--- src/brfc_pkg.sv ---
// Package for the bridge reply frame checker.
// Holds payload and config types, frame constants, the CRC byte step and the
// status mapping. No dependencies.
package brfc_pkg;

	localparam int MAX_FRAME_BYTES = 64;
	localparam int COUNT_W = $clog2(MAX_FRAME_BYTES + 2);

	localparam logic [15:0] CRC_POLY = 16'h1021;
	localparam logic [15:0] CRC_INIT = 16'hFFFF;
	localparam logic [7:0] WIRE_NOT_READY = 8'h80;
	localparam logic [7:0] WIRE_MAX_DIRECT = 8'h08;

	localparam logic CFG_IDX_MODE  = 1'b0;
	localparam logic CFG_IDX_START = 1'b1;

	localparam logic [2:0] ERR_NONE      = 3'd0;
	localparam logic [2:0] ERR_BAD_START = 3'd1;
	localparam logic [2:0] ERR_TOO_SHORT = 3'd2;
	localparam logic [2:0] ERR_TOO_LONG  = 3'd3;
	localparam logic [2:0] ERR_CRC       = 3'd4;

	localparam logic [3:0] ST_OK        = 4'd0;
	localparam logic [3:0] ST_NOT_READY = 4'd2;
	localparam logic [3:0] ST_IO        = 4'd5;

	typedef struct packed {
		logic [7:0] rx_byte;
		logic       last_byte;
	} brfc_in_t;

	typedef struct packed {
		logic [7:0] payload_byte;
		logic       payload_valid;
		logic       frame_done;
		logic [2:0] frame_error;
		logic [3:0] result_status;
	} brfc_out_t;

	typedef struct packed {
		logic       transport_mode;
		logic [7:0] start_byte;
	} brfc_cfg_t;

	// CRC-16/CCITT-FALSE, one byte, MSB first
	function automatic logic [15:0] crc16_byte(input logic [15:0] crc, input logic [7:0] b);
		logic [15:0] c;
		c = crc ^ {b, 8'h00};
		for (int k = 0; k < 8; k++) begin
			if (c[15]) begin
				c = {c[14:0], 1'b0} ^ CRC_POLY;
			end else begin
				c = {c[14:0], 1'b0};
			end
		end
		return c;
	endfunction

	function automatic logic [3:0] map_status(input logic [7:0] s);
		logic [3:0] r;
		if (s <= WIRE_MAX_DIRECT) begin
			r = s[3:0];
		end else if (s == WIRE_NOT_READY) begin
			r = ST_NOT_READY;
		end else begin
			r = ST_IO;
		end
		return r;
	endfunction

endpackage

--- src/bridge_reply_frame_checker_core.sv ---
// Top level of the bridge reply frame checker: config registers, frame logic
// and the result register. Depends on brfc_pkg and brfc_frame.
// An accepted byte's result is registered and appears on the output in the next cycle.
// Throughput: one byte per cycle unless the sink stalls; the byte-wide CRC step
// and the frame checks sit between the frame state and the result register.
// Reset: arst_n clears config to SPI mode with start byte 0, returns the frame
// state to its idle values and empties the result register.
module bridge_reply_frame_checker_core import brfc_pkg::*; (
	input  logic       clk,
	input  logic       arst_n,
	input  logic       in_valid,
	output logic       in_ready,
	input  brfc_in_t   in_data,
	output logic       out_valid,
	input  logic       out_ready,
	output brfc_out_t  out_data,
	input  logic       cfg_we,
	input  logic       cfg_index,
	input  logic [7:0] cfg_wdata
);

	brfc_cfg_t cfg_q;
	brfc_out_t result;
	brfc_out_t out_data_q;
	logic      out_valid_q;
	logic      accept;

	// Take a new transaction whenever the result register is empty or being drained.
	assign in_ready = ~out_valid_q | out_ready;
	assign accept   = in_valid & in_ready;

	// Config writes land immediately; index selects the register.
	always_ff @(posedge clk or negedge arst_n) begin
		if (!arst_n) begin
			cfg_q <= '0;
		end else if (cfg_we) begin
			case (cfg_index)
				CFG_IDX_MODE:  cfg_q.transport_mode <= cfg_wdata[0];
				CFG_IDX_START: cfg_q.start_byte     <= cfg_wdata;
				default:       cfg_q                <= cfg_q;
			endcase
		end
	end

	brfc_frame u_frame (
		.clk     (clk),
		.arst_n  (arst_n),
		.cfg     (cfg_q),
		.accept  (accept),
		.in_data (in_data),
		.result  (result)
	);

	// Result register: load on accept, drop valid once the sink takes it.
	always_ff @(posedge clk or negedge arst_n) begin
		if (!arst_n) begin
			out_valid_q <= 1'b0;
		end else if (accept) begin
			out_valid_q <= 1'b1;
		end else if (out_ready) begin
			out_valid_q <= 1'b0;
		end
	end

	always_ff @(posedge clk) begin
		if (accept) begin
			out_data_q <= result;
		end
	end

	assign out_valid = out_valid_q;
	assign out_data  = out_data_q;

endmodule

--- src/brfc_frame.sv ---
// Frame state and per-byte result logic for the reply frame checker.
// Depends on brfc_pkg (types, CRC step, status mapping).
module brfc_frame import brfc_pkg::*; (
	input  logic      clk,
	input  logic      arst_n,
	input  brfc_cfg_t cfg,
	input  logic      accept,
	input  brfc_in_t  in_data,
	output brfc_out_t result
);

	localparam logic [COUNT_W-1:0] CNT_MAX  = COUNT_W'(MAX_FRAME_BYTES);
	localparam logic [COUNT_W-1:0] CNT_SAT  = COUNT_W'(MAX_FRAME_BYTES + 1);
	localparam logic [COUNT_W-1:0] CNT_TWO  = COUNT_W'(2);

	logic [15:0]        crc_q, crc_n;
	logic [COUNT_W-1:0] count_q, count_n;
	logic [7:0]         dly0_q, dly0_n, dly1_q, dly1_n;
	logic [7:0]         wstat_q, wstat_n;
	logic               start_ok_q, start_ok_n;

	logic               spi;
	logic [COUNT_W-1:0] hdr;

	always_comb begin
		spi        = ~cfg.transport_mode;
		hdr        = spi ? COUNT_W'(2) : COUNT_W'(1);
		crc_n      = crc_q;
		count_n    = count_q;
		dly0_n     = dly0_q;
		dly1_n     = dly1_q;
		wstat_n    = wstat_q;
		start_ok_n = start_ok_q;
		result     = '0;

		if (count_q >= CNT_MAX) begin
			// overlong frame: drop bytes until the last one
			if (in_data.last_byte) begin
				result.frame_done  = 1'b1;
				result.frame_error = ERR_TOO_LONG;
			end else begin
				count_n = CNT_SAT;
			end
		end else begin
			if (count_q >= CNT_TWO) begin
				crc_n = crc16_byte(crc_q, dly1_q);
				if (spi && count_q == CNT_TWO) begin
					start_ok_n = (dly1_q == cfg.start_byte);
				end
				if (count_q == hdr + COUNT_W'(1)) begin
					wstat_n = dly1_q;
				end
				if (count_q >= hdr + CNT_TWO) begin
					result.payload_byte  = dly1_q;
					result.payload_valid = 1'b1;
				end
			end
			dly1_n  = dly0_q;
			dly0_n  = in_data.rx_byte;
			count_n = count_q + COUNT_W'(1);

			if (in_data.last_byte) begin
				result.frame_done = 1'b1;
				if (count_q < hdr + COUNT_W'(1)) begin
					result.frame_error = ERR_TOO_SHORT;
				end else if (spi && !start_ok_n) begin
					result.frame_error = ERR_BAD_START;
				end else if ({in_data.rx_byte, dly0_q} != crc_n) begin
					result.frame_error = ERR_CRC;
				end else begin
					result.result_status = map_status(wstat_n);
				end
			end
		end

		// frame end: return to the idle frame state
		if (in_data.last_byte) begin
			crc_n      = CRC_INIT;
			count_n    = '0;
			dly0_n     = '0;
			dly1_n     = '0;
			wstat_n    = '0;
			start_ok_n = 1'b1;
		end
	end

	always_ff @(posedge clk or negedge arst_n) begin
		if (!arst_n) begin
			crc_q      <= CRC_INIT;
			count_q    <= '0;
			dly0_q     <= '0;
			dly1_q     <= '0;
			wstat_q    <= '0;
			start_ok_q <= 1'b1;
		end else if (accept) begin
			crc_q      <= crc_n;
			count_q    <= count_n;
			dly0_q     <= dly0_n;
			dly1_q     <= dly1_n;
			wstat_q    <= wstat_n;
			start_ok_q <= start_ok_n;
		end
	end

endmodule
--- config.mk ---
export PLATFORM = sky130hd
export DESIGN_NAME = bridge_reply_frame_checker_core
export DESIGN_NICKNAME = d
export VERILOG_FILES = /design/src/brfc_pkg.sv /design/src/bridge_reply_frame_checker_core.sv /design/src/brfc_frame.sv
export SDC_FILE = /design/constraint.sdc
export NUM_CORES = 1
export LEC_CHECK = 0
export ABC_AREA = 1
export CAP_MARGIN = 15
export CORE_MARGIN = 2
export CORE_UTILIZATION = 38
export CTS_CLUSTER_DIAMETER = 100
export DETAILED_ROUTE_END_ITERATION = 6
export DONT_BUFFER_PORTS = 1
export GPL_TIMING_DRIVEN = 1
export PLACE_DENSITY = 0.58
export SYNTH_ARGS = -nofsm -noshare
export SYNTH_HDL_FRONTEND = slang
export SYNTH_SLANG_ARGS = --single-unit
export TNS_END_PERCENT = 50
--- constraint.sdc ---
create_clock -name clk -period 2.3 [get_ports clk]
set_input_delay 0.345 -clock clk [delete_from_list [all_inputs] [get_ports clk]]
set_output_delay 0.345 -clock clk [all_outputs]
set_load 0.01 [all_outputs]
==> out/qor.yml, run 1 <==
global_route:
  track_usage: 0.205
  antenna_found_initial: 0
  grt_pass1_wl_um: 18200
  grt_max_degree: 59
  grt_pass1_vias: 3711
  grt.overflow.total: 0
setup_path:
  crit_path_max_fanout: 8
  r2r_start: "u_frame.count_q[4]$_DFFE_PN0P_"
  cpPeakStageDelay_ns: 0.41
  required_ns: 2.53
  reg2reg_setup_slack_ns: 0.1
  ff2ff_path_depth: 16
  path_depth: 16
  critPathKind: "register to register"
  arrival_ns: 2.44
  critPathLaunchType: "register"
  critical_path.top_delay_family: "simple AND/OR/NAND/NOR gates"
  crit_top_cell: "nand2_1"
  endpoint_kind: "register"
  path_cells: "nor3_4, buf_12, nand2_4, buf_4, nand2_1, nand2_1, nand2_2, nand2_1, nand2_1, nand2_1, nor2_1, nand2_1, nor2_1, buf_4, nand3_2, nor2_1"
  crit_buf_inv: 3
  cp-startpoint: "u_frame.count_q[4]$_DFFE_PN0P_"
  crit_slowest_cell: "dfrtp_1"
synthesis:
  synth-seq-cells: 75
  ys_types: 39
  yosys_warnings: 0
  syn_inst: 549
  avgSynthCellArea_um2: 7.64
  syn_nets: 578
  ys_seq_area_frac: 0.473
  syn_area_um2: 4200
layout:
  area_growth_pct: 23.5
  final_cells: 762
  fin_nets: 646
  drive_above_1_share: 0.212
  diodes: 0
timing:
  rsz0062_at_grt: "yes"
  setup_tns_ns: 0
  min_period_ns: 2.20
  slew_headroom: 0.534
  finalWorstSetupSlack_ns: 0.0963
  clock.fmax_mhz: 454
  finalMaxSlewViolations: 0
  setup_viol: 0
  fin_crit_sh: 0.958
  tightest_slew_ns: 0.698
  skew_ns: 0.0112
  finalHoldViolCount: 0
clock_network:
  clkTransAtPathRegs_ns: 0.08
  cts_buffers: 9
  clock_sinks: 75
  cts_tree: "yes"
  clk_latency_ns: 0.38
  root_buffer: "clkbuf_8"
  clockBufferDepth: 2
  htreeDepth: 3
run_status:
  run_status: "finished clean"
power:
  vdd_drop_max_mv: 0.607
  p_leak_nw: 2.69
  power.density_nw_per_um2: 1200
die:
  dieArea_um2: 11900
  die_x_um: 109
  io_pins: 42
  rows: 38
  start_util: 0.389
  core_area_um2: 10800
  die_height_um: 109
route:
  viasPerCell: 5.11
  drc: 0
  wl_um: 11600
  firstDrtPassIters: 7
  first_iter_violations: 212
  wire_per_inst_um: 15.2
  postRouteAntennaNets: 0
  num_vias: 3894
placement:
  place.gp.congestion: 0.879
  place_ws_ns: -0.0370
  dp_cells: 728
  hpwl_um: 8250
  port-buffer-count: 0
run:
  drv_cap: 0
hold_path:
  min_delay_path_depth: 0
  hp-start: "in_data[0]"
  hold_path_class: "input port to register"
==> registers in the layout, indices dropped and copies added, names as in the netlist <==
name and cells:
u_frame.dly0_q 8, out_valid 1, cfg_q 9, u_frame.count_q 7, out_data 17, u_frame.dly1_q 8
u_frame.crc_q 16, u_frame.start_ok_q 1, u_frame.wstat_q 8
==> per-stage QoR <==
stage / total power [mW] / instance area, um^2 / hold slack (ns) / util
after floorplan: 3.89 / 4200 / 0.0494 / -
after CTS: 6.07 / 4950 / 0.0393 / 0.458
after global routing: 6.77 / 5180 / 0.0447 / 0.480
after global placement: 4.85 / 4690 / 0.0509 / 0.435
final: 6.24 / 5180 / 0.0584 / 0.480
after detailed placement: 4.90 / 4690 / 0.0509 / 0.435
==> metal layers <==
metal  wire (um)  GRT usage  vias to the layer above
met2        5700      0.331                      108
li1            -          -                     1916
met1        5140      0.261                     1852
met4         304      0.103                        0
met3         474     0.0430                       18
met5           0          0                        -
==> cell usage in the layout (no fill, tap or decap), types with 3 or more instances in the layout <==
cell type,instances
a21oi_1,14
a22oi_1,4
buf_4,61
clkbuf_8,9
clkinv_2,3
dfrtp_1,40
dfstp_2,17
edfxtp_1,17
ha_1,6
inv_1,87
inv_2,4
mux2_2,7
nand2_1,172
nand2_2,6
nand3_1,43
nand3_2,3
nand4_1,5
nor2_1,32
nor2_4,3
nor3_1,6
o21ai_0,7
o21ai_1,5
o21ai_2,3
o22ai_1,31
xnor2_1,4
==> cell families after synthesis <==
| logic type | Yosys count | share of synthesized area |
|---|---|---|
| adder cells (fa/ha/maj) | 6 | 0.0179 |
| XOR/XNOR | 6 | 0.0125 |
| flip-flops | 75 | 0.473 |
| AND/OR/NAND/NOR | 280 | 0.279 |
| multiplexers | 7 | 0.0188 |
| AO/OA/AOI/OAI | 72 | 0.103 |
| buffers and inverters | 103 | 0.0963 |
==> cells in the mapped netlist, drive strengths merged <==
cell type,instances,area (um^2)
nand3,47,235
and3,1,6.26
a311oi,1,8.76
ha,6,75.1
nand2,178,678
clkbuf,7,26.3
nor2,37,141
a32oi,1,8.76
o211ai,1,7.51
o22ai,31,194
dfrtp,41,1030
a211oi,2,15.0
a22oi,4,30.0
a21o,1,7.51
dfstp,17,447
nand4,5,31.3
o21ai,15,75.1
a31oi,1,6.26
edfxtp,17,510
xnor2,4,35.0
or2,2,12.5
o21bai,1,7.51
nor3,7,46.3
nor3b,1,7.51
a21oi,14,70.1
buf,5,36.3
xor2,2,17.5
and2,1,6.26
inv,91,342
nand3b,1,7.51
mux2,7,78.8
==> repair_timing <==
action / CTS / global route
endpoints found under the hold margin: 58 / 0
setup buffers: 0 / 13
hold buffers: 2 / 0
pin swaps: 1 / 3
gates cloned: 0 / 3
endpoints found under the setup margin: 4 / 5
resized for setup: 9 / 21
==> power breakdown <==
part	leakage, nW	switching, mW	internal (mW)
Combinational	1.70	1.92	1.30
Sequential	0.881	0.189	1.72
Clock	0.108	0.504	0.597
==> final cells by class <==
type / count / area (um^2)
fillers: 1043 / 5610
flip-flops and latches: 75 / 1980
multi-input cells: 373 / 1900
well taps: 140 / 175
clock inverters: 7 / 82.6
clock buffers: 9 / 124
repair buffers: 67 / 576
inverters: 91 / 342
==> final timing paths <==
path,end
max,out_data[2]$_SDFFCE_PP0P_
min,out_data[7]$_DFFE_PP_
max reg2reg,out_data[2]$_SDFFCE_PP0P_
min reg2reg,u_frame.crc_q[14]$_DFFE_PN1P_
max in group asynchronous,u_frame.crc_q[6]$_DFFE_PN1P_
min in group asynchronous,u_frame.count_q[4]$_DFFE_PN0P_
(Power assumes the default switching activity.)
==> run 2: changes to the inputs <==
--- a/config.mk
+++ b/config.mk
@@ -5,8 +5,9 @@
 export SDC_FILE = /design/constraint.sdc
 export NUM_CORES = 1
 export LEC_CHECK = 0
-export ABC_AREA = 1
+export ABC_AREA = 0
 export CAP_MARGIN = 15
+export CORE_ASPECT_RATIO = 0.7
 export CORE_MARGIN = 2
 export CORE_UTILIZATION = 38
 export CTS_CLUSTER_DIAMETER = 100
==> out/qor.yml, run 2 <==
run_status:
  run_status: "finished with violations"  # was finished clean
  failed_checks: "negative setup slack"
layout:
  regArea_um2: 1980  # unchanged
  final_cell_mix: "buf_4, dfrtp_1, nor2_1"  # was nand2_1, inv_1, buf_4
  multi_input_area_um2: 2420  # was 1900 um^2
  diodes: 0  # unchanged
  layout_commonest_cell: "buf_4"  # was nand2_1
  largest_reg_flops: 17  # unchanged
  area_growth_pct: 27.6  # was 23.5%
  fin_nets: 492  # was 646
  drive_above_1_share: 0.363  # was 0.212
  fillers: 1022  # was 1043
die:
  start_util: 0.395  # was 0.389
  io_pins: 42  # unchanged
  die_x_um: 133  # was 109 um
  die_height_um: 94.0  # was 109 um
  core_area_um2: 11100  # was 10800 um^2
  dieArea_um2: 12500  # was 11900 um^2
  rows: 32  # was 38
clock_network:
  cts_buffers: 9  # unchanged
  clock_sinks: 75  # unchanged
  clockBufferDepth: 2  # unchanged
  clkTransAtPathRegs_ns: 0.06  # was 0.08 ns
  clk_latency_ns: 0.34  # was 0.38 ns
  root_buffer: "clkbuf_16"  # was clkbuf_8
  cts_tree: "yes"  # unchanged
  htreeDepth: 3  # unchanged
setup_path:
  arrival_ns: 2.63  # was 2.44 ns
  critPathKind: "register to register"  # unchanged
  crit_buf_inv: 0  # was 3
  path_cells: "xor3_2, xnor3_1, xnor2_1, nor4b_2, o211ai_1, o31a_1"  # was nor3_4, buf_12, nand2_4, buf_4, nand2_1, nand2_1, nand2_2, nand2_1, nand2_1, nand2_1, nor2_1, nand2_1, nor2_1, buf_4, nand3_2, nor2_1
  ff2ff_path_depth: 6  # was 16
  cpPeakStageDelay_ns: 0.51  # was 0.41 ns
  cp-startpoint: "u_frame.dly1_q[3]$_DFFE_PN0P_"  # was u_frame.count_q[4]$_DFFE_PN0P_
  critical_path.top_delay_family: "XOR/XNOR gates"  # was simple AND/OR/NAND/NOR gates
  crit_path_max_fanout: 4  # was 8
  path_depth: 6  # was 16
  r2r_start: "u_frame.dly1_q[3]$_DFFE_PN0P_"  # was u_frame.count_q[4]$_DFFE_PN0P_
  r2r_end: "out_data[6]$_SDFFCE_PP0P_"  # was out_data[2]$_SDFFCE_PP0P_
  endpoint_kind: "register"  # unchanged
  reg2reg_setup_slack_ns: -0.24  # was 0.1 ns
  crit_slowest_cell: "xor3_2"  # was dfrtp_1
  critPathLaunchType: "register"  # unchanged
  worstSetupEndpoint: "out_data[6]$_SDFFCE_PP0P_"  # was out_data[2]$_SDFFCE_PP0P_
  required_ns: 2.39  # was 2.53 ns
timing:
  tightest_slew_ns: 0.770  # was 0.698 ns
  min_period_ns: 2.54  # was 2.20 ns
  finalMaxSlewViolations: 0  # unchanged
  setup_tns_ns: -0.850  # was 0 ns
  slew_headroom: 0.486  # was 0.534
  hold_ws_ns: 0.101  # was 0.0584 ns
  setup_viol: 5  # was 0
  rsz0062_at_grt: "yes"  # unchanged
  fin_crit_sh: 1.11  # was 0.958
  skew_ns: 0.00748  # was 0.0112 ns
  clock.fmax_mhz: 393  # was 454 MHz
  finalHoldViolCount: 0  # unchanged
  finalWorstSetupSlack_ns: -0.242  # was 0.0963 ns
global_route:
  grt.overflow.total: 0  # unchanged
  grt_pass1_vias: 3169  # was 3711
  grt_max_degree: 59  # unchanged
  antenna_found_initial: 0  # unchanged
  grt_pass1_wl_um: 18500  # was 18200 um
  track_usage: 0.201  # was 0.205
synthesis:
  ys_seq_area_frac: 0.451  # was 0.473
  avgSynthCellArea_um2: 11.3  # was 7.64 um^2
  synth_top_area_cell: "dfrtp_1"  # unchanged
  synth_edf_count: 17  # unchanged
  synth-main-ff-cell: "dfrtp_1"  # unchanged
  synth.most_common_cell: "dfrtp_1"  # was nand2_1
  synth-seq-cells: 75  # unchanged
  yosysTopAreaCellShare: 0.233  # was 0.244
  synthArstFlopShare: 0.773  # unchanged
  syn_inst: 390  # was 549
  ys_top_cells_by_area: "dfrtp_1, edfxtp_1, dfstp_2"  # was dfrtp_1, nand2_1, edfxtp_1
  syn_area_um2: 4400  # was 4200 um^2
  ys_types: 68  # was 39
  yosys_warnings: 0  # unchanged
  synth_common_cells: "dfrtp_1, nor2_1, a21oi_1"  # was nand2_1, inv_1, nand3_1
  syn_nets: 419  # was 578
run:
  drv_cap: 0  # unchanged
placement:
  hpwl_um: 8910  # was 8250 um
  port-buffer-count: 0  # unchanged
  place.gp.congestion: 0.963  # was 0.879
route:
  num_vias: 3287  # was 3894
  viasPerCell: 5.29  # was 5.11
  first_iter_violations: 245  # was 212
  wl_um: 12100  # was 11600 um
  drc: 0  # unchanged
  postRouteAntennaNets: 0  # unchanged
  wire_per_inst_um: 19.5  # was 15.2 um
  firstDrtPassIters: 4  # was 7
power:
  vdd_drop_max_mv: 0.527  # was 0.607 mV
  p_leak_nw: 2.46  # was 2.69 nW
  p_total_mw: 5.50  # was 6.24 mW
  power.density_nw_per_um2: 980  # was 1200 nW/um^2
hold_path:
  hold_path_class: "input port to register"  # unchanged
run 2: cell types whose count changed after synthesis, sizes merged, moves of 9 or more:
cell,previous run,this run
xor2,2,26
inv,91,11
xnor2,4,26
a22o,0,24
nand3,47,4
a21oi,14,30
o22ai,31,0
nand2,178,18
o21ai,15,5
xnor3,0,9
run 2: cell type report:
cell class / count / area share
well taps: 153 / 0.0341
multi-input cells: 281 / 0.431
repair buffers: 85 / 0.118
flip-flops and latches: 75 / 0.354
clock inverters: 5 / 0.0107
clock buffers: 11 / 0.0453
inverters: 11 / 0.00736
run 2: report_power, final:
part	internal, mW	switching, mW	total (mW)
clock	0.909	0.565	1.47
combinational	1.19	1.11	2.29
sequential	1.56	0.166	1.73
run 2: how the worst min path moves through the flow:
stage          depth (start not counted)  startpoint                              to  slack, ns
4_1_cts                                1  in_data[0]  u_frame.count_q[6]$_DFFE_PN0P_       0.09
6_report                               0  in_data[0]           out_data[7]$_DFFE_PP_       0.10
2_1_floorplan                          0      arst_n            cfg_q[0]$_DFFE_PN0P_       0.05
3_3_place_gp                           0      arst_n  u_frame.wstat_q[0]$_DFFE_PN0P_       0.05
3_5_place_dp                           0      arst_n  u_frame.wstat_q[2]$_DFFE_PN0P_       0.05
5_1_grt                                0  in_data[0]           out_data[7]$_DFFE_PP_       0.08
run 2: cells by family after synthesis:
kind of cell	Yosys count	share of synthesized area
compound gates	87	0.145
xor+xnor	65	0.181
fa+ha+maj	6	0.0171
buf+inv	34	0.0378
flops	75	0.451
mux	13	0.0321
simple gates	110	0.136
run 2: worst reg2reg max path: stages (launching register included):
cell      delay, ns
dfrtp_1        0.38
xor3_2         0.51
xnor3_1        0.34
xnor2_1        0.18
nor4b_2        0.45
o211ai_1       0.19
o31a_1         0.25
run 2: per-stage QoR:
stage / utilization / area (um^2) / cells / setup slack [ns]
detailed placement: 0.459 / 5110 / 602 / -0.256
finish: 0.504 / 5610 / 621 / -0.242
floorplan: - / 4430 / 390 / -0.159
CTS: 0.495 / 5510 / 620 / -0.165
global placement: 0.458 / 5100 / 601 / -0.254
global route: 0.504 / 5610 / 621 / -0.339
run 2: timing repair:
| action | CTS | global route |
|---|---|---|
| pin swaps | 4 | 2 |
| setup buffers | 0 | 1 |
| endpoints found under the setup margin | 14 | 23 |
| endpoints found under the hold margin | 58 | 0 |
| gates cloned | 0 | 0 |
| hold buffers | 2 | 0 |
| gates resized for setup | 7 | 18 |
run 2: per-layer routing:
layer / up-vias / share of wire / global-route usage
met1: 1608 / 0.49 / 0.298
met3: 9 / 0.079 / 0.0556
met4: 0 / 0.0083 / 0.0502
li1: 1572 / - / -
met5: - / 0 / 0
met2: 98 / 0.43 / 0.288
